$ cat src/hw/rtl/i2cseq_pkg.sv
// ----------------------------------------------------------------------------
// I2C sequencer package
// Shared types and constants for the write-then-read transaction sequencer.
// ----------------------------------------------------------------------------
package i2cseq_pkg;

    localparam int TX_DEPTH = 16;
    localparam int TX_AW    = $clog2(TX_DEPTH);
    localparam int TX_CW    = $clog2(TX_DEPTH + 1);

    // input operations
    localparam logic [1:0] OP_INIT = 2'd0;
    localparam logic [1:0] OP_LOAD = 2'd1;
    localparam logic [1:0] OP_START = 2'd2;
    localparam logic [1:0] OP_DONE = 2'd3;

    // result kinds
    localparam logic [1:0] KIND_ACC  = 2'd0;
    localparam logic [1:0] KIND_RX   = 2'd1;
    localparam logic [1:0] KIND_FIN  = 2'd2;
    localparam logic [1:0] KIND_BUSY = 2'd3;

    // status codes
    localparam logic [1:0] ST_OK   = 2'd0;
    localparam logic [1:0] ST_NACK = 2'd1;
    localparam logic [1:0] ST_AL   = 2'd2;
    localparam logic [1:0] ST_BUSY = 2'd3;

    // core register selects
    localparam logic [2:0] SEL_PRER_LO = 3'd0;
    localparam logic [2:0] SEL_PRER_HI = 3'd1;
    localparam logic [2:0] SEL_CTR = 3'd2;
    localparam logic [2:0] SEL_TXR = 3'd3;
    localparam logic [2:0] SEL_CR  = 3'd4;
    localparam logic [2:0] SEL_SR  = 3'd5;
    localparam logic [2:0] SEL_RXR = 3'd6;

    // core bits
    localparam logic [7:0] CTR_EN   = 8'h80;
    localparam logic [7:0] CR_STA   = 8'h80;
    localparam logic [7:0] CR_STO   = 8'h40;
    localparam logic [7:0] CR_RD    = 8'h20;
    localparam logic [7:0] CR_WR    = 8'h10;
    localparam logic [7:0] CR_ACK   = 8'h08;
    localparam int         SR_RXACK = 7;
    localparam int         SR_AL    = 5;
    localparam int         SR_TIP   = 1;

    // one request held in the queue
    typedef struct packed {
        logic [1:0] operation;
        logic [6:0] device_address;
        logic [4:0] tx_count;
        logic [7:0] rx_count;
        logic [7:0] tx_byte;
        logic [7:0] access_data;
    } req_t;

    // one result
    typedef struct packed {
        logic [1:0] kind;
        logic [2:0] reg_select;
        logic       is_read;
        logic [7:0] wr_byte;
        logic [7:0] rx_byte;
        logic [1:0] status;
    } res_t;

    function automatic res_t acc_w(input logic [2:0] sel, input logic [7:0] d);
        res_t r;
        r = '0;
        r.kind = KIND_ACC;
        r.reg_select = sel;
        r.wr_byte = d;
        return r;
    endfunction

    function automatic res_t acc_r(input logic [2:0] sel);
        res_t r;
        r = '0;
        r.kind = KIND_ACC;
        r.reg_select = sel;
        r.is_read = 1'b1;
        return r;
    endfunction

endpackage

$ cat src/hw/rtl/i2cseq_queue.sv
// ----------------------------------------------------------------------------
// I2C sequencer request queue
// Two-entry queue between the front end and the sequencing back end.
// ----------------------------------------------------------------------------
module i2cseq_queue (
    input  logic               aclk,
    input  logic               aresetn,
    input  logic               wr_valid,
    output logic               wr_ready,
    input  i2cseq_pkg::req_t   wr_data,
    output logic               rd_valid,
    input  logic               rd_ready,
    output i2cseq_pkg::req_t   rd_data
);

    i2cseq_pkg::req_t mem_reg [2];
    logic       wp_reg, wp_next, rp_reg, rp_next;
    logic [1:0] cnt_reg, cnt_next;
    logic       push, pop;

    assign wr_ready = (cnt_reg != 2'd2);
    assign rd_valid = (cnt_reg != 2'd0);
    assign rd_data  = mem_reg[rp_reg];
    assign push     = wr_valid && wr_ready;
    assign pop      = rd_valid && rd_ready;

    // pointer and fill update
    always_comb begin
        wp_next  = push ? ~wp_reg : wp_reg;
        rp_next  = pop ? ~rp_reg : rp_reg;
        cnt_next = cnt_reg + {1'b0, push} - {1'b0, pop};
    end

    always_ff @(posedge aclk) begin
        if (!aresetn) begin
            wp_reg  <= 1'b0;
            rp_reg  <= 1'b0;
            cnt_reg <= 2'd0;
        end else begin
            wp_reg  <= wp_next;
            rp_reg  <= rp_next;
            cnt_reg <= cnt_next;
        end
    end

    always_ff @(posedge aclk) begin
        if (push) begin
            mem_reg[wp_reg] <= wr_data;
        end
    end

`ifndef SYNTHESIS
    a_no_over: assert property (@(posedge aclk) disable iff (!aresetn)
        cnt_reg <= 2'd2) else $error("queue overfilled");
    a_full_hold: assert property (@(posedge aclk) disable iff (!aresetn)
        (cnt_reg == 2'd2 && !pop) |=> cnt_reg == 2'd2) else $error("queue lost entry");
    a_empty: assert property (@(posedge aclk) disable iff (!aresetn)
        (cnt_reg == 2'd0 && !push) |=> !rd_valid) else $error("queue invented entry");
`endif

endmodule

$ cat src/hw/rtl/i2cseq_engine.sv
// ----------------------------------------------------------------------------
// I2C sequencer engine
// Back end: takes queued requests, keeps transaction state and emits up to two
// results per request, one per cycle unless stalled, via an output register.
// ----------------------------------------------------------------------------
module i2cseq_engine (
    input  logic              aclk,
    input  logic              aresetn,
    input  logic [15:0]       prescale_value,
    input  logic              req_valid,
    output logic              req_ready,
    input  i2cseq_pkg::req_t  req,
    output logic              m_valid,
    input  logic              m_ready,
    output i2cseq_pkg::res_t  m_res,
    output logic              m_last
);

    typedef enum logic [10:0] {
        S_RESET     = 11'b00000000001,
        S_INIT_A    = 11'b00000000010,
        S_INIT_B    = 11'b00000000100,
        S_IDLE      = 11'b00000001000,
        S_SEND      = 11'b00000010000,
        S_SEND_WAIT = 11'b00000100000,
        S_RECV      = 11'b00001000000,
        S_RECV_WAIT = 11'b00010000000,
        S_RECV_DATA = 11'b00100000000,
        S_STOP      = 11'b01000000000,
        S_STOP_WAIT = 11'b10000000000
    } seq_t;

    seq_t seq_reg, seq_next;
    logic [7:0] tx_store_reg [i2cseq_pkg::TX_DEPTH];
    logic [i2cseq_pkg::TX_CW-1:0] rptr_reg, rptr_next, lptr_reg, lptr_next;
    logic [i2cseq_pkg::TX_CW-1:0] txl_reg, txl_next;
    logic [7:0] rxl_reg, rxl_next;
    logic       two_reg, two_next;
    logic [6:0] addr_reg, addr_next;
    logic [1:0] lres_reg, lres_next;
    logic [1:0] outs_reg, outs_next;

    // pending result slots (up to three) and the output register
    i2cseq_pkg::res_t pend_reg [3];
    i2cseq_pkg::res_t pend_next [3];
    logic [1:0] pn_reg, pn_next;       // results still to send
    logic [1:0] pi_reg, pi_next;       // next slot to send
    logic       ov_reg, ov_next, ol_reg, ol_next;
    i2cseq_pkg::res_t od_reg, od_next;

    logic       take, load_en, out_free;
    logic [1:0] n;
    logic [7:0] txb, cmd, d;
    logic [4:0] tc;
    logic [7:0] rx_after;

    assign out_free  = !ov_reg || m_ready;
    assign req_ready = (pn_reg == 2'd0);
    assign take      = req_valid && req_ready;
    assign m_valid   = ov_reg;
    assign m_res     = od_reg;
    assign m_last    = ol_reg;
    assign d         = req.access_data;
    assign txb       = (rptr_reg < i2cseq_pkg::TX_CW'(i2cseq_pkg::TX_DEPTH)) ?
                       tx_store_reg[rptr_reg[i2cseq_pkg::TX_AW-1:0]] : 8'h00;
    assign tc        = (req.tx_count > 5'(i2cseq_pkg::TX_DEPTH)) ?
                       5'(i2cseq_pkg::TX_DEPTH) : req.tx_count;
    assign rx_after  = (rxl_reg != 8'd0) ? rxl_reg - 8'd1 : 8'd0;

    // request decode and transaction sequencing
    always_comb begin
        seq_next  = seq_reg;
        rptr_next = rptr_reg;
        lptr_next = lptr_reg;
        txl_next  = txl_reg;
        rxl_next  = rxl_reg;
        two_next  = two_reg;
        addr_next = addr_reg;
        lres_next = lres_reg;
        outs_next = outs_reg;
        load_en   = 1'b0;
        cmd       = 8'h00;
        n         = 2'd0;
        for (int i = 0; i < 3; i++) pend_next[i] = pend_reg[i];
        if (take) begin
            for (int i = 0; i < 3; i++) pend_next[i] = '0;
            unique case (req.operation)
                i2cseq_pkg::OP_INIT: begin
                    if (outs_reg == 2'd0) begin
                        pend_next[0] = i2cseq_pkg::acc_w(i2cseq_pkg::SEL_CTR, 8'h00);
                        pend_next[1] = i2cseq_pkg::acc_w(i2cseq_pkg::SEL_PRER_LO,
                                                         prescale_value[7:0]);
                        n = 2'd2;
                        seq_next = S_INIT_A;
                    end
                end
                i2cseq_pkg::OP_LOAD: begin
                    if ((seq_reg == S_IDLE || seq_reg == S_RESET) &&
                        lptr_reg < i2cseq_pkg::TX_CW'(i2cseq_pkg::TX_DEPTH)) begin
                        load_en   = 1'b1;
                        lptr_next = lptr_reg + 1'b1;
                    end
                end
                i2cseq_pkg::OP_START: begin
                    if (seq_reg != S_IDLE) begin
                        pend_next[0].kind   = i2cseq_pkg::KIND_BUSY;
                        pend_next[0].status = i2cseq_pkg::ST_BUSY;
                        n = 2'd1;
                    end else begin
                        addr_next = req.device_address;
                        txl_next  = i2cseq_pkg::TX_CW'(tc);
                        rxl_next  = req.rx_count;
                        rptr_next = '0;
                        lptr_next = '0;
                        two_next  = (tc != 5'd0) && (req.rx_count != 8'd0);
                        seq_next  = S_SEND;
                        pend_next[0] = i2cseq_pkg::acc_w(i2cseq_pkg::SEL_TXR,
                            {req.device_address, (tc == 5'd0)});
                        pend_next[1] = i2cseq_pkg::acc_w(i2cseq_pkg::SEL_CR,
                            i2cseq_pkg::CR_STA | i2cseq_pkg::CR_WR);
                        n = 2'd2;
                    end
                end
                i2cseq_pkg::OP_DONE: begin
                    if (outs_reg != 2'd0) begin
                        outs_next = outs_reg - 2'd1;
                        if (outs_reg == 2'd1) begin
                            priority case (1'b1)
                                seq_reg == S_INIT_A: begin
                                    pend_next[0] = i2cseq_pkg::acc_w(
                                        i2cseq_pkg::SEL_PRER_HI, prescale_value[15:8]);
                                    pend_next[1] = i2cseq_pkg::acc_w(
                                        i2cseq_pkg::SEL_CTR, i2cseq_pkg::CTR_EN);
                                    n = 2'd2;
                                    seq_next = S_INIT_B;
                                end
                                seq_reg == S_INIT_B: seq_next = S_IDLE;
                                seq_reg == S_SEND || seq_reg == S_RECV ||
                                seq_reg == S_STOP: begin
                                    pend_next[0] = i2cseq_pkg::acc_r(i2cseq_pkg::SEL_SR);
                                    n = 2'd1;
                                    seq_next = (seq_reg == S_SEND) ? S_SEND_WAIT :
                                               (seq_reg == S_RECV) ? S_RECV_WAIT :
                                               S_STOP_WAIT;
                                end
                                seq_reg == S_SEND_WAIT: begin
                                    n = 2'd1;
                                    if (d[i2cseq_pkg::SR_TIP]) begin
                                        pend_next[0] = i2cseq_pkg::acc_r(i2cseq_pkg::SEL_SR);
                                    end else if (d[i2cseq_pkg::SR_AL]) begin
                                        pend_next[0].kind   = i2cseq_pkg::KIND_FIN;
                                        pend_next[0].status = i2cseq_pkg::ST_AL;
                                        lres_next = i2cseq_pkg::ST_AL;
                                        seq_next  = S_IDLE;
                                    end else if (d[i2cseq_pkg::SR_RXACK]) begin
                                        lres_next = i2cseq_pkg::ST_NACK;
                                        pend_next[0] = i2cseq_pkg::acc_w(i2cseq_pkg::SEL_CR,
                                                                         i2cseq_pkg::CR_STO);
                                        seq_next = S_STOP;
                                    end else if (txl_reg != '0) begin
                                        rptr_next = rptr_reg + 1'b1;
                                        txl_next  = txl_reg - 1'b1;
                                        cmd = i2cseq_pkg::CR_WR;
                                        if (txl_reg == i2cseq_pkg::TX_CW'(1) &&
                                            rxl_reg == 8'd0) begin
                                            cmd = cmd | i2cseq_pkg::CR_STO;
                                        end
                                        pend_next[0] = i2cseq_pkg::acc_w(
                                            i2cseq_pkg::SEL_TXR, txb);
                                        pend_next[1] = i2cseq_pkg::acc_w(
                                            i2cseq_pkg::SEL_CR, cmd);
                                        n = 2'd2;
                                        seq_next = S_SEND;
                                    end else if (rxl_reg != 8'd0) begin
                                        if (two_reg) begin
                                            pend_next[0] = i2cseq_pkg::acc_w(
                                                i2cseq_pkg::SEL_TXR, {addr_reg, 1'b1});
                                            pend_next[1] = i2cseq_pkg::acc_w(
                                                i2cseq_pkg::SEL_CR,
                                                i2cseq_pkg::CR_STA | i2cseq_pkg::CR_WR);
                                            n = 2'd2;
                                            two_next = 1'b0;
                                            seq_next = S_SEND;
                                        end else begin
                                            cmd = i2cseq_pkg::CR_RD;
                                            if (rxl_reg == 8'd1) begin
                                                cmd = cmd | i2cseq_pkg::CR_ACK |
                                                      i2cseq_pkg::CR_STO;
                                            end
                                            pend_next[0] = i2cseq_pkg::acc_w(
                                                i2cseq_pkg::SEL_CR, cmd);
                                            seq_next = S_RECV;
                                        end
                                    end else begin
                                        pend_next[0].kind = i2cseq_pkg::KIND_FIN;
                                        lres_next = i2cseq_pkg::ST_OK;
                                        seq_next  = S_IDLE;
                                    end
                                end
                                seq_reg == S_RECV_WAIT: begin
                                    n = 2'd1;
                                    if (d[i2cseq_pkg::SR_TIP]) begin
                                        pend_next[0] = i2cseq_pkg::acc_r(i2cseq_pkg::SEL_SR);
                                    end else begin
                                        pend_next[0] = i2cseq_pkg::acc_r(i2cseq_pkg::SEL_RXR);
                                        seq_next = S_RECV_DATA;
                                    end
                                end
                                seq_reg == S_RECV_DATA: begin
                                    pend_next[0].kind    = i2cseq_pkg::KIND_RX;
                                    pend_next[0].rx_byte = d;
                                    n = 2'd2;
                                    rxl_next = rx_after;
                                    if (rx_after == 8'd0) begin
                                        pend_next[1].kind = i2cseq_pkg::KIND_FIN;
                                        lres_next = i2cseq_pkg::ST_OK;
                                        seq_next  = S_IDLE;
                                    end else begin
                                        cmd = i2cseq_pkg::CR_RD;
                                        if (rx_after == 8'd1) begin
                                            cmd = cmd | i2cseq_pkg::CR_ACK |
                                                  i2cseq_pkg::CR_STO;
                                        end
                                        pend_next[1] = i2cseq_pkg::acc_w(
                                            i2cseq_pkg::SEL_CR, cmd);
                                        seq_next = S_RECV;
                                    end
                                end
                                seq_reg == S_STOP_WAIT: begin
                                    n = 2'd1;
                                    if (d[i2cseq_pkg::SR_TIP]) begin
                                        pend_next[0] = i2cseq_pkg::acc_r(i2cseq_pkg::SEL_SR);
                                    end else begin
                                        pend_next[0].kind   = i2cseq_pkg::KIND_FIN;
                                        pend_next[0].status = lres_reg;
                                        seq_next = S_IDLE;
                                    end
                                end
                                default: ;
                            endcase
                        end
                    end
                end
                default: ;
            endcase
            // count accesses issued by this request
            for (int i = 0; i < 3; i++) begin
                if (2'(i) < n && pend_next[i].kind == i2cseq_pkg::KIND_ACC) begin
                    outs_next = outs_next + 2'd1;
                end
            end
        end
    end

    // result emission, one per cycle unless the output stalls
    always_comb begin
        pn_next = take ? n : pn_reg;
        pi_next = take ? 2'd0 : pi_reg;
        ov_next = out_free ? 1'b0 : ov_reg;
        ol_next = ol_reg;
        od_next = od_reg;
        if (out_free && pn_reg != 2'd0) begin
            ov_next = 1'b1;
            od_next = pend_reg[pi_reg];
            ol_next = (pn_reg == 2'd1);
            pn_next = pn_reg - 2'd1;
            pi_next = pi_reg + 2'd1;
        end
    end

    always_ff @(posedge aclk) begin
        if (!aresetn) begin
            seq_reg  <= S_RESET;
            rptr_reg <= '0;
            lptr_reg <= '0;
            txl_reg  <= '0;
            rxl_reg  <= '0;
            two_reg  <= 1'b0;
            addr_reg <= '0;
            lres_reg <= i2cseq_pkg::ST_OK;
            outs_reg <= '0;
            pn_reg   <= '0;
            pi_reg   <= '0;
            ov_reg   <= 1'b0;
        end else begin
            seq_reg  <= seq_next;
            rptr_reg <= rptr_next;
            lptr_reg <= lptr_next;
            txl_reg  <= txl_next;
            rxl_reg  <= rxl_next;
            two_reg  <= two_next;
            addr_reg <= addr_next;
            lres_reg <= lres_next;
            outs_reg <= outs_next;
            pn_reg   <= pn_next;
            pi_reg   <= pi_next;
            ov_reg   <= ov_next;
        end
    end

    // payload registers
    always_ff @(posedge aclk) begin
        for (int i = 0; i < 3; i++) pend_reg[i] <= pend_next[i];
        od_reg <= od_next;
        ol_reg <= ol_next;
        if (load_en) begin
            tx_store_reg[lptr_reg[i2cseq_pkg::TX_AW-1:0]] <= req.tx_byte;
        end
    end

`ifndef SYNTHESIS
    a_out_hold: assert property (@(posedge aclk) disable iff (!aresetn)
        (m_valid && !m_ready) |=> m_valid && $stable(od_reg)) else $error("result dropped");
    a_no_take: assert property (@(posedge aclk) disable iff (!aresetn)
        (pn_reg != 2'd0) |-> !req_ready) else $error("request taken while busy");
    a_pend_max: assert property (@(posedge aclk) disable iff (!aresetn)
        pn_reg != 2'd3) else $error("too many pending results");
`endif

endmodule

$ cat src/hw/rtl/i2c_core_transaction_sequencer.sv
// ----------------------------------------------------------------------------
// I2C core transaction sequencer
// Sequences write-then-read transactions on a register-mapped I2C master core.
// ----------------------------------------------------------------------------
// Flow: a request accepted into the queue is taken by the back end, which
// places its results in pending slots and sends each via the output register.
// Throughput: one result per cycle unless m_ready stalls the output, set by
// the single result port; a new request is taken once prior results are sent.
// A two-entry queue decouples input acceptance from result emission.
// Reset: synchronous, active low; sequencer awaits init, prescaler is 3.
module i2c_core_transaction_sequencer (
    input  logic        aclk,
    input  logic        aresetn,
    input  logic        cfg_wr_en,
    input  logic [15:0] cfg_wr_data,
    input  logic        s_valid,
    output logic        s_ready,
    input  logic [1:0]  s_operation,
    input  logic [6:0]  s_device_address,
    input  logic [4:0]  s_tx_count,
    input  logic [7:0]  s_rx_count,
    input  logic [7:0]  s_tx_byte,
    input  logic [7:0]  s_access_data,
    output logic        m_valid,
    input  logic        m_ready,
    output logic [1:0]  m_kind,
    output logic [2:0]  m_reg_select,
    output logic        m_is_read,
    output logic [7:0]  m_wr_byte,
    output logic [7:0]  m_rx_byte,
    output logic [1:0]  m_status,
    output logic        m_last
);

    logic [15:0]       prescale_reg;
    i2cseq_pkg::req_t  in_req, q_req;
    i2cseq_pkg::res_t  res;
    logic              q_valid, q_ready;

    // configuration register
    always_ff @(posedge aclk) begin
        if (!aresetn) begin
            prescale_reg <= 16'd3;
        end else if (cfg_wr_en) begin
            prescale_reg <= cfg_wr_data;
        end
    end

    assign in_req = '{operation: s_operation, device_address: s_device_address,
                      tx_count: s_tx_count, rx_count: s_rx_count,
                      tx_byte: s_tx_byte, access_data: s_access_data};

    i2cseq_queue u_queue (
        .aclk(aclk), .aresetn(aresetn),
        .wr_valid(s_valid), .wr_ready(s_ready), .wr_data(in_req),
        .rd_valid(q_valid), .rd_ready(q_ready), .rd_data(q_req)
    );

    i2cseq_engine u_engine (
        .aclk(aclk), .aresetn(aresetn), .prescale_value(prescale_reg),
        .req_valid(q_valid), .req_ready(q_ready), .req(q_req),
        .m_valid(m_valid), .m_ready(m_ready), .m_res(res), .m_last(m_last)
    );

    assign m_kind       = res.kind;
    assign m_reg_select = res.reg_select;
    assign m_is_read    = res.is_read;
    assign m_wr_byte    = res.wr_byte;
    assign m_rx_byte    = res.rx_byte;
    assign m_status     = res.status;

endmodule
$ cat config.mk
export PLATFORM = sky130hd
export DESIGN_NAME = i2c_core_transaction_sequencer
export DESIGN_NICKNAME = d
export VERILOG_FILES = /design/src/hw/rtl/i2cseq_pkg.sv /design/src/hw/rtl/i2cseq_queue.sv /design/src/hw/rtl/i2cseq_engine.sv /design/src/hw/rtl/i2c_core_transaction_sequencer.sv
export SDC_FILE = /design/constraint.sdc
export NUM_CORES = 1
export LEC_CHECK = 0
export BUFFER_PORTS_ARGS = -buffer_cell sky130_fd_sc_hd__buf_2
export CORE_ASPECT_RATIO = 0.5
export CORE_MARGIN = 1.5
export CORE_UTILIZATION = 55
export CTS_CLUSTER_DIAMETER = 80
export CTS_CLUSTER_SIZE = 12
export DETAILED_ROUTE_END_ITERATION = 12
export PLACE_DENSITY = 0.75
export SETUP_SLACK_MARGIN = 0.15
export SLEW_MARGIN = 25
export SYNTH_ARGS = -nofsm -noshare
export SYNTH_HDL_FRONTEND = slang
export SYNTH_SLANG_ARGS = --single-unit
$ cat constraint.sdc
create_clock -name aclk -period 3.8 [get_ports aclk]
set_input_delay 0.57 -clock aclk [delete_from_list [all_inputs] [get_ports aclk]]
set_output_delay 0.57 -clock aclk [all_outputs]
set_load 0.01 [all_outputs]
==> results of run 1 <==
-- stage by stage --
stage / utilization [%] / setup WS [ps]
2_1_floorplan: - / 665
5_1_grt: 64.3 / 410
4_1_cts: 64.3 / 636
6_report: 64.3 / 606
3_3_place_gp: 60.3 / 739
3_5_place_dp: 60.3 / 664
-- cells in the mapped netlist, types with 3 or more instances --
cell type  count
a211oi_1       5
a21boi_0      10
a21o_1         4
a21oi_1       21
a22oi_1       22
a31oi_1        3
and2_1        26
and3_1         5
and4_1         3
buf_1         10
buf_2          9
clkbuf_1      34
dfxtp_1       76
edfxtp_1     264
ha_1          16
inv_1         20
mux2_2        20
mux2i_1       57
mux4_2        40
nand2_1       49
nand2b_1      15
nand3_1       14
nand4_1       10
nor2_1        89
nor2b_1       40
nor3_1        23
nor4_1        13
o211a_1        3
o21a_1         4
o21ai_0       36
o21ai_1        3
o221ai_1       3
o31ai_1        3
or3_1          9
or4_1          4
xnor2_1        5
xor2_1         7
-- metal layers --
| layer | GRT usage, % | vias to the layer above |
|---|---|---|
| met5 | 0 | - |
| met4 | 7.46 | 0 |
| met3 | 3.80 | 50 |
| met2 | 40.7 | 335 |
| met1 | 33.7 | 4521 |
| li1 | - | 4140 |
-- layout make-up --
cell class                 count  area share [%]
inverter                      21           0.479
timing repair buffer         123            4.32
clock buffer                  58            5.85
tap                          344            2.62
clock inverter                 3           0.251
multi-input combinational    615            29.0
sequential                   340            57.5
-- power breakdown --
part	leakage, nW	switching [mW]	internal (mW)
logic	2.15	1.53	0.909
registers	3.06	0.280	4.79
clock network	0.477	1.36	1.73
total	5.68	3.17	7.43
-- cells by family (layout without fill, tap and decap cells) --
group | Yosys count | in the layout | share of synthesized area, %
mux | 117 | 117 | 11.7
xor+xnor | 12 | 12 | 0.723
flops | 340 | 340 | 65.0
compound gates | 151 | 151 | 7.31
fa+ha+maj | 16 | 16 | 1.38
buf+inv | 77 | 205 | 2.20
simple gates | 319 | 319 | 11.7
-- critical path, stage by stage (launching register included) --
cell     delay, ps
dfxtp_1        390
or4_4          620
nor3_2         270
nand4_1        150
nor2_1         490
nand2_1        260
nor3_1         460
buf_4          260
-- worst min-delay path by stage --
stage                                from                     end
after floorplan           prescale_reg[0]         prescale_reg[0]
after global placement    prescale_reg[1]         prescale_reg[1]
after detailed placement  prescale_reg[1]         prescale_reg[1]
after CTS                   s_rx_count[1]  u_queue.mem_reg[0][17]
after global routing        s_rx_count[1]  u_queue.mem_reg[0][17]
final                        s_tx_byte[6]  u_queue.mem_reg[1][14]
==> flow_summary.json, run 1 <==
{
  "outcome": "complete, no violations",
  "fin_crit_ps": 3190,
  "ys_seq_elements": 340,
  "rows": 41,
  "synth_seq_area_share_pct": 65.0,
  "overflow": 0,
  "hold_slack_ps": 230,
  "die_y_um": 118,
  "place_area_sq_um": 15400,
  "cts_hold_buf": 0,
  "clkTransAtPathRegs_ps": 70,
  "ctsResizeCount": 0,
  "ys_warn_count": 0,
  "grt_setup_unrepaired": "no",
  "reg2reg_depth": 7,
  "fin_nets": 1210,
  "hp-class": "in2reg",
  "peakVddDrop_mv": 0.261,
  "fin_crit_sh_pct": 84.0,
  "wl_met2_mm": 15.8,
  "tns_ps": 0,
  "synth.avg_cell_area_sq_um": 14.1,
  "route.met3.wl_mm": 1.89,
  "viasPerCell": 6.01,
  "syn_area_sq_um": 14500,
  "crit_path_end": "u_engine.tx_store_reg[3][1]",
  "antenna_cells": 0,
  "fill_cells": 1838,
  "wl_per_cell_um": 21.8,
  "fin_area_sq_um": 16500,
  "vias": 9046,
  "timing_hold_violations_final": 0,
  "grt_max_degree": 42,
  "ys_types": 79,
  "clockBufferDepth": 3,
  "cts_tree": "built",
  "multi_input_area_sq_um": 4780,
  "fmax_ghz": 0.313,
  "finClkSkew_ps": 15.2,
  "max_slew_margin_pct": 34.3,
  "grt_pass1_wl_mm": 51.3,
  "arrival_ps": 3430,
  "synth_area_leader_cell": "edfxtp_1",
  "drt-initial-drc-count": 718,
  "area_growth_pct": 13.2,
  "cap_violations": 0,
  "core_area_sq_um": 25600,
  "r2r_end": "u_engine.tx_store_reg[3][1]",
  "dp_hpwl_mm": 22.2,
  "reg2reg_slack_ps": 610,
  "worstSetupPathType": "reg2reg",
  "crit_start": "u_engine.seq_reg[4]",
  "synth_top_area_share_pct": 54.5,
  "worstSetupEndpointType": "register",
  "power_density_nw_per_um2": 645,
  "ios": 86,
  "h-tree-depth": 2,
  "drcViolationCount": 0,
  "grt_pass1_vias": 8984,
  "cp-start-kind": "register",
  "ant_nets": 0,
  "drive_above_1_share_pct": 21.1,
  "synth_edf_count": 264,
  "r2r-start": "u_engine.seq_reg[4]",
  "post-cts-setup-buffer-count": 0,
  "final_max_slew_viol_count": 0,
  "power_mw": 10.6,
  "start_util_pct": 56.8,
  "required_ps": 4040,
  "wl_met1_mm": 14.4,
  "die_w_um": 233,
  "synth_cells": 1032,
  "grt.total_usage_pct": 24.6,
  "final_common_cell": "edfxtp_1",
  "yosys-top-cells-area": "edfxtp_1, dfxtp_1, mux4_2",
  "clock_latency_ps": 530,
  "antenna_found_initial": 0,
  "cts.sinks": 340,
  "largest_reg_flops": 128,
  "register_area_sq_um": 9450,
  "gp_congestion": 0.913,
  "layout_common_cells": "edfxtp_1, nor2_1, buf_2, dfxtp_1, mux2i_1",
  "io_buffers": 85,
  "worst_slew_pin_slew_ps": 985,
  "dr.pass1.iters": 6,
  "ys_async_sr_fraction_pct": 0,
  "cp_max_fo": 9,
  "dr.max_layer_used": "met4",
  "syn_nets": 1107,
  "numCtsBuffers": 34,
  "ys.flop_type": "edfxtp_1",
  "power.leakage_nw": 5.68,
  "finalNonFillerCells": 1504,
  "die_area_sq_um": 27500,
  "whs_path_depth": 1,
  "dp.cells": 1443,
  "setup_viol": 0,
  "clockRootBuffer": "clkbuf_16",
  "totalWireLength_mm": 32.8
}
Power figures use the tool's default switching activity.
==> run 2, diff against run 1 <==
--- a/config.mk
+++ b/config.mk
@@ -5,6 +5,7 @@
 export SDC_FILE = /design/constraint.sdc
 export NUM_CORES = 1
 export LEC_CHECK = 0
+export ABC_AREA = 1
 export BUFFER_PORTS_ARGS = -buffer_cell sky130_fd_sc_hd__buf_2
 export CORE_ASPECT_RATIO = 0.5
 export CORE_MARGIN = 1.5
@@ -12,7 +13,7 @@
 export CTS_CLUSTER_DIAMETER = 80
 export CTS_CLUSTER_SIZE = 12
 export DETAILED_ROUTE_END_ITERATION = 12
-export PLACE_DENSITY = 0.75
+export PLACE_DENSITY = 0.78
 export SETUP_SLACK_MARGIN = 0.15
 export SLEW_MARGIN = 25
 export SYNTH_ARGS = -nofsm -noshare
==> constraint.sdc (replaced) <==
create_clock -name aclk -period 2.6 [get_ports aclk]
set_input_delay 0.39 -clock aclk [delete_from_list [all_inputs] [get_ports aclk]]
set_output_delay 0.39 -clock aclk [all_outputs]
set_load 0.01 [all_outputs]
==> run 2 against run 1 <==
Non-clock buffer count up 10. Hold slack got worse by 170 ps. First-iteration DRC count is 56% higher. Sequential share of layout area is 0.68 points lower. Fmax is 35% higher. Setup slack worse by 370 ps. Clock power up 43%. Via count is 18% higher. Cell count is 24% higher.
==> flow_summary.json, run 2 <==
{
  "synth_edf_count": 264,
  "synth_top_area_share_pct": 54.3,
  "fill_cells": 1984,
  "hp-class": "in2reg",
  "max_slew_margin_pct": 46.0,
  "yosysMostFrequentCell": "edfxtp_1",
  "cts_tree": "built",
  "io_buffers": 85,
  "cp_max_fo": 47,
  "synth.avg_cell_area_sq_um": 10.6,
  "final_max_slew_viol_count": 0,
  "synth_seq_area_share_pct": 64.7,
  "ant_nets": 0,
  "arrival_ps": 2600,
  "largest_reg_flops": 128,
  "timing_hold_violations_final": 0,
  "reg2reg_slack_ps": 240,
  "ys_types": 56,
  "reg2reg_depth": 8,
  "grt_pass1_wl_mm": 57.0,
  "clockBufferDepth": 3,
  "finClkSkew_ps": 16.3,
  "power_frac_comb_pct": 33.5,
  "synth_area_leader_cell": "edfxtp_1",
  "worst_slew_pin_slew_ps": 808,
  "ys_async_sr_fraction_pct": 0,
  "cap_violations": 0,
  "clockRootBuffer": "clkbuf_16",
  "wl_per_cell_um": 19.4,
  "r2r_end": "u_engine.pend_reg[0][10]",
  "die_y_um": 118,
  "die_w_um": 233,
  "vias": 10700,
  "peakVddDrop_mv": 0.607,
  "h-tree-depth": 2,
  "outcome": "complete, no violations",
  "ios": 86,
  "fin_crit_ps": 2360,
  "worstSetupEndpointType": "register",
  "tns_ps": 0,
  "fin_crit_sh_pct": 90.9,
  "die_area_sq_um": 27600,
  "ys_warn_count": 0,
  "clock_latency_ps": 510,
  "numCtsBuffers": 34,
  "clkPwrFrac_pct": 24.4,
  "final_common_cell": "edfxtp_1",
  "clkTransAtPathRegs_ps": 70,
  "power_frac_seq_pct": 42.1,
  "ys_seq_elements": 340,
  "cts.sinks": 340,
  "switching_share_pct": 37.2,
  "worstSetupPathType": "reg2reg",
  "p_int_mw": 11.4,
  "fmax_ghz": 0.423,
  "grt_setup_unrepaired": "yes",
  "synth_cells": 1383,
  "fin_nets": 1576,
  "required_ps": 2840,
  "drt-initial-drc-count": 1117,
  "grt.total_usage_pct": 27.0,
  "hold_slack_ps": 64.7,
  "totalWireLength_mm": 36.3,
  "dr.pass1.iters": 6,
  "drcViolationCount": 0,
  "dp_hpwl_mm": 25.0,
  "antenna_found_initial": 1,
  "grt_pass1_vias": 10600,
  "overflow": 0,
  "setup_viol": 0,
  "layout_common_cells": "edfxtp_1, nand2_1, nor2_1, o21ai_0, inv_1",
  "cp-start-kind": "register",
  "switchingPower_mw": 6.73,
  "rows": 41,
  "syn_nets": 1458,
  "syn_area_sq_um": 14600,
  "ys_top_cells_by_count": "edfxtp_1, nand2_1, nor2_1",
  "power.leakage_nw": 6.36,
  "power_density_nw_per_um2": 1090,
  "core_area_sq_um": 25600,
  "grt_max_degree": 61,
  "area_growth_pct": 14.1,
  "yosys-top-cells-area": "edfxtp_1, dfxtp_1, nand2_1",
  "viasPerCell": 5.73,
  "gp_congestion": 0.973,
  "crit_path_end": "u_engine.pend_reg[0][10]",
  "ys.flop_type": "edfxtp_1",
  "start_util_pct": 56.9,
  "drive_above_1_share_pct": 16.7
}
-- run 2: cell count changes after synthesis, sizes merged, moves of 22 or more --
cell   delta
nand2   +188
nor2    +147
o21ai   +104
inv      +96
mux2i    -48
mux4     -40
nor2b    -40
nand3    +31
a21oi    +27
and2     -25
o22ai    +22
-- run 2: how the worst min path moves through the flow --
stage	start	to	slack, ps	cells past startpoint
after global routing	s_device_address[2]	u_queue.mem_reg[1][31]	50	1
after global placement	u_queue.rp_reg	u_queue.rp_reg	440	1
final	s_access_data[5]	u_queue.mem_reg[1][5]	60	1
after detailed placement	prescale_reg[2]	prescale_reg[2]	450	2
after CTS	s_rx_count[2]	u_queue.mem_reg[1][18]	50	1
after floorplan	u_queue.rp_reg	register	430	1
-- run 2: metal layers --
layer / GRT usage, % / up-vias / routed length [um]
met2: 43.6 / 470 / 17200
met3: 5.77 / 73 / 2940
li1: - / 5052 / -
met1: 36.8 / 5113 / 15300
met5: 0 / - / 0
met4: 8.01 / 0 / 921
-- run 2: critical path, cell delays in order (launching register included) --
cell and delay, ps:
dfxtp_2 410, inv_2 170, buf_12 220, o21ai_0 240, o22ai_1 110, o21ai_0 250, nand2_1 190, a31oi_1 320
o221ai_1 170
-- run 2: stage by stage --
stage               cells  cell area [sq um]  power, mW  setup slack (ps)  utilization (%)
floorplan            1383              14600       11.5              90.5                -
global placement     1808              15600       13.4               168             60.9
detailed placement   1808              15600       13.5               144             60.9
CTS                  1868              16600       18.0               179             64.7
global route         1870              16600       19.1              34.0             64.9
finish               1870              16600       18.1               237             64.9
-- run 2: layout make-up --
type | instances | area (sq um) | share of cell area, %
clock buffer | 58 | 941 | 5.65
tap | 344 | 430 | 2.59
multi-input combinational | 873 | 4540 | 27.2
timing repair buffer | 133 | 811 | 4.87
inverter | 119 | 452 | 2.71
sequential | 340 | 9450 | 56.8
antenna | 1 | 2.50 | 0.0150
clock inverter | 2 | 25.0 | 0.150
-- run 2: logic make-up after synthesis --
logic type | count (synthesis) | synth area share [%]
and+or+nand+nor | 561 | 16.9
DFF | 340 | 64.7
AOI/OAI and AO/OA | 284 | 11.6
buffers and inverters | 170 | 4.65
adders and majority gates | 16 | 1.37
muxes | 9 | 0.617
xor gates and xnor gates | 3 | 0.180
-- run 2: power groups by stage --
stage	combinational (mW)	sequential (mW)	clock (mW)
2_1_floorplan	3.75	7.72	0
3_3_place_gp	5.70	7.68	0
3_5_place_dp	5.81	7.73	0
4_1_cts	5.86	7.62	4.49
5_1_grt	6.66	7.71	4.74
6_report	6.06	7.63	4.43
-- run 2: timing repair --
action | CTS | global route
gates resized for setup | 1 | 11
endpoints found under the setup margin | 3 | 149
buffers inserted | 0 | 1
hold buffers | 0 | 0
==> run 3, diff against run 2 <==
--- a/config.mk
+++ b/config.mk
@@ -7,9 +7,11 @@
 export LEC_CHECK = 0
 export ABC_AREA = 1
 export BUFFER_PORTS_ARGS = -buffer_cell sky130_fd_sc_hd__buf_2
+export CELL_PAD_IN_SITES_DETAIL_PLACEMENT = 0
+export CELL_PAD_IN_SITES_GLOBAL_PLACEMENT = 1
 export CORE_ASPECT_RATIO = 0.5
 export CORE_MARGIN = 1.5
-export CORE_UTILIZATION = 55
+export CORE_UTILIZATION = 44
 export CTS_CLUSTER_DIAMETER = 80
 export CTS_CLUSTER_SIZE = 12
 export DETAILED_ROUTE_END_ITERATION = 12
@@ -18,4 +20,5 @@
 export SLEW_MARGIN = 25
 export SYNTH_ARGS = -nofsm -noshare
 export SYNTH_HDL_FRONTEND = slang
+export SYNTH_HIERARCHICAL = 1
 export SYNTH_SLANG_ARGS = --single-unit
==> run 3 against run 2 <==
Global-route usage shrank 6.5 points. Count of clock-buffer cells in the layout up 1. Highest routed layer unchanged. Via count shrank 4.0%. Hold slack is essentially flat. Critical path depth unchanged. Critical endpoint is now u_engine/rptr_reg[2]. Area after synthesis grew 0.95%. Sequential share of layout area shrank 0.73 points. Largest cell class unchanged. Clock skew grew 3.2 ps. Die area grew 26%.
==> flow_summary.json, run 3 <==
{
  "setup_ws_ps": 288,
  "fin_nets": 1563,
  "grt.total_usage_pct": 20.5,
  "drive_above_1_share_pct": 17.0,
  "area_growth_pct": 14.4,
  "cp_num_cells": 8,
  "finalNonFillerCells": 1954,
  "peakVddDrop_mv": 0.477,
  "overflow": 0,
  "die_w_um": 262,
  "grt_pass1_vias": 9977,
  "synth.avg_cell_area_sq_um": 10.8,
  "max_stage_delay_ps": 410,
  "synth_top_area_share_pct": 53.8,
  "worst_slew_pin_slew_ps": 845,
  "ys_warn_count": 6,
  "cp_max_fo": 11,
  "worst-path-buf-inv": 2,
  "worstSetupEndpointType": "register",
  "cap_violations": 0,
  "clockRootBuffer": "clkbuf_16",
  "fmax_ghz": 0.432,
  "wl_per_cell_um": 17.9,
  "outcome": "complete, no violations",
  "ys_types": 56,
  "ys.flop_type": "edfxtp_1",
  "gp_congestion": 0.916,
  "required_ps": 3000,
  "yosysMostFrequentCell": "edfxtp_1",
  "viasPerCell": 5.26,
  "timing_hold_violations_final": 0,
  "grt_max_degree": 65,
  "antenna_found_initial": 0,
  "final_max_slew_viol_count": 0,
  "ant_nets": 0,
  "fin_crit_ps": 2310,
  "finClkSkew_ps": 19.5,
  "whs_path_depth": 1,
  "setup_viol": 0,
  "synth_area_leader_cell": "edfxtp_1",
  "die_y_um": 132,
  "synth_edf_count": 264,
  "reg2reg_depth": 8,
  "totalWireLength_mm": 35.1,
  "hold_slack_ps": 64.2,
  "h-tree-depth": 2,
  "clock_latency_ps": 510,
  "dp_hpwl_mm": 24.4,
  "grt_setup_unrepaired": "yes",
  "cts.sinks": 340,
  "arrival_ps": 2710,
  "worstSetupPathType": "reg2reg",
  "antenna_cells": 0,
  "clkTransAtPathRegs_ps": 60,
  "synth_cells": 1369,
  "drcViolationCount": 0,
  "ys_top_cells_by_count": "edfxtp_1, nand2_1, nor2_1",
  "crit_path_top_delay_cell": "mux2_2",
  "critical_path.cell_chain": "buf_4 -> mux2_2 -> clkinv_1 -> a21oi_1 -> nor3_1 -> nand2_2 -> o21ai_1 -> nor3b_1",
  "tns_ps": 0,
  "postLayoutCoreUtil_pct": 51.1,
  "die_area_sq_um": 34700,
  "syn_area_sq_um": 14700,
  "io_buffers": 85,
  "fin_crit_sh_pct": 88.9,
  "ys_seq_elements": 340,
  "ys_async_sr_fraction_pct": 0,
  "cp_top_family": "simple AND/OR/NAND/NOR gates",
  "core_area_sq_um": 33000,
  "pre_cts_ws_ps": 266,
  "final_common_cell": "edfxtp_1",
  "power.leakage_nw": 6.47,
  "rows": 47,
  "vias": 10300,
  "synth_seq_area_share_pct": 64.1,
  "syn_nets": 1444,
  "numCtsBuffers": 34,
  "grt_pass1_wl_mm": 54.8,
  "layout_common_cells": "edfxtp_1, nand2_1, nor2_1, o21ai_0, inv_1",
  "cp-start-kind": "register",
  "yosys-top-cells-area": "edfxtp_1, dfxtp_1, nand2_1",
  "cts_tree": "built",
  "clockBufferDepth": 3,
  "hp-class": "in2reg",
  "power_density_nw_per_um2": 1010,
  "largest_reg_flops": 128,
  "start_util_pct": 44.7,
  "drt-initial-drc-count": 952,
  "dp.cells": 1892,
  "dr.pass1.iters": 5,
  "ios": 86,
  "max_slew_margin_pct": 43.6
}
## run 3: power breakdown
group,internal [mW],switching (mW),leakage [nW]
Clock,2.53,1.96,0.469
Combinational,1.62,3.42,2.94
Sequential,7.12,0.316,3.06
Total,11.3,5.70,6.47
## run 3: per-stage QoR
stage                     total power [mW]  area (sq um)
after global routing                  17.9         16900
final                                 17.0         16900
after floorplan                       10.8         14700
after CTS                             17.1         16800
after global placement                12.5         15800
after detailed placement              12.6         15800
## run 3: logic make-up after synthesis
family          synth area share (%)
fa+ha+maj                       1.36
xor+xnor                       0.238
buf+inv                         5.05
mux                             3.41
simple gates                    15.6
flops                           64.1
compound gates                  10.2
## run 3: cell type report
class	instances	area (sq um)
Clock buffer	59	966
Clock inverter	2	17.5
Fill cell	2928	16100
Inverter	126	477
Multi-Input combinational cell	853	4580
Sequential cell	340	9450
Tap cell	441	552
Timing Repair Buffer	133	823
## run 3: final timing paths
check	from	end	slack, ps
worst max-delay path	register	u_engine/rptr_reg[2]	290
worst min-delay path	s_tx_byte[4]	u_queue/mem_reg[0][12]	60
worst min register to register	u_engine/pi_reg[1]	u_engine/pi_reg[1]	470
worst max register to register	register	u_engine/rptr_reg[2]	290
## run 3: per-layer routing
metal	share of wire [%]	global-route usage [%]	wire length, um
met4	2.1	5.75	724
met1	46	29.0	16200
met2	46	31.6	16200
met3	5.8	4.71	2020
met5	0	0	0
## run 3: repair_timing
item                       CTS  global route
resized for setup            0             7
buffers inserted             0             1
hold buffers                 0             0
setup endpoints to repair    0            20
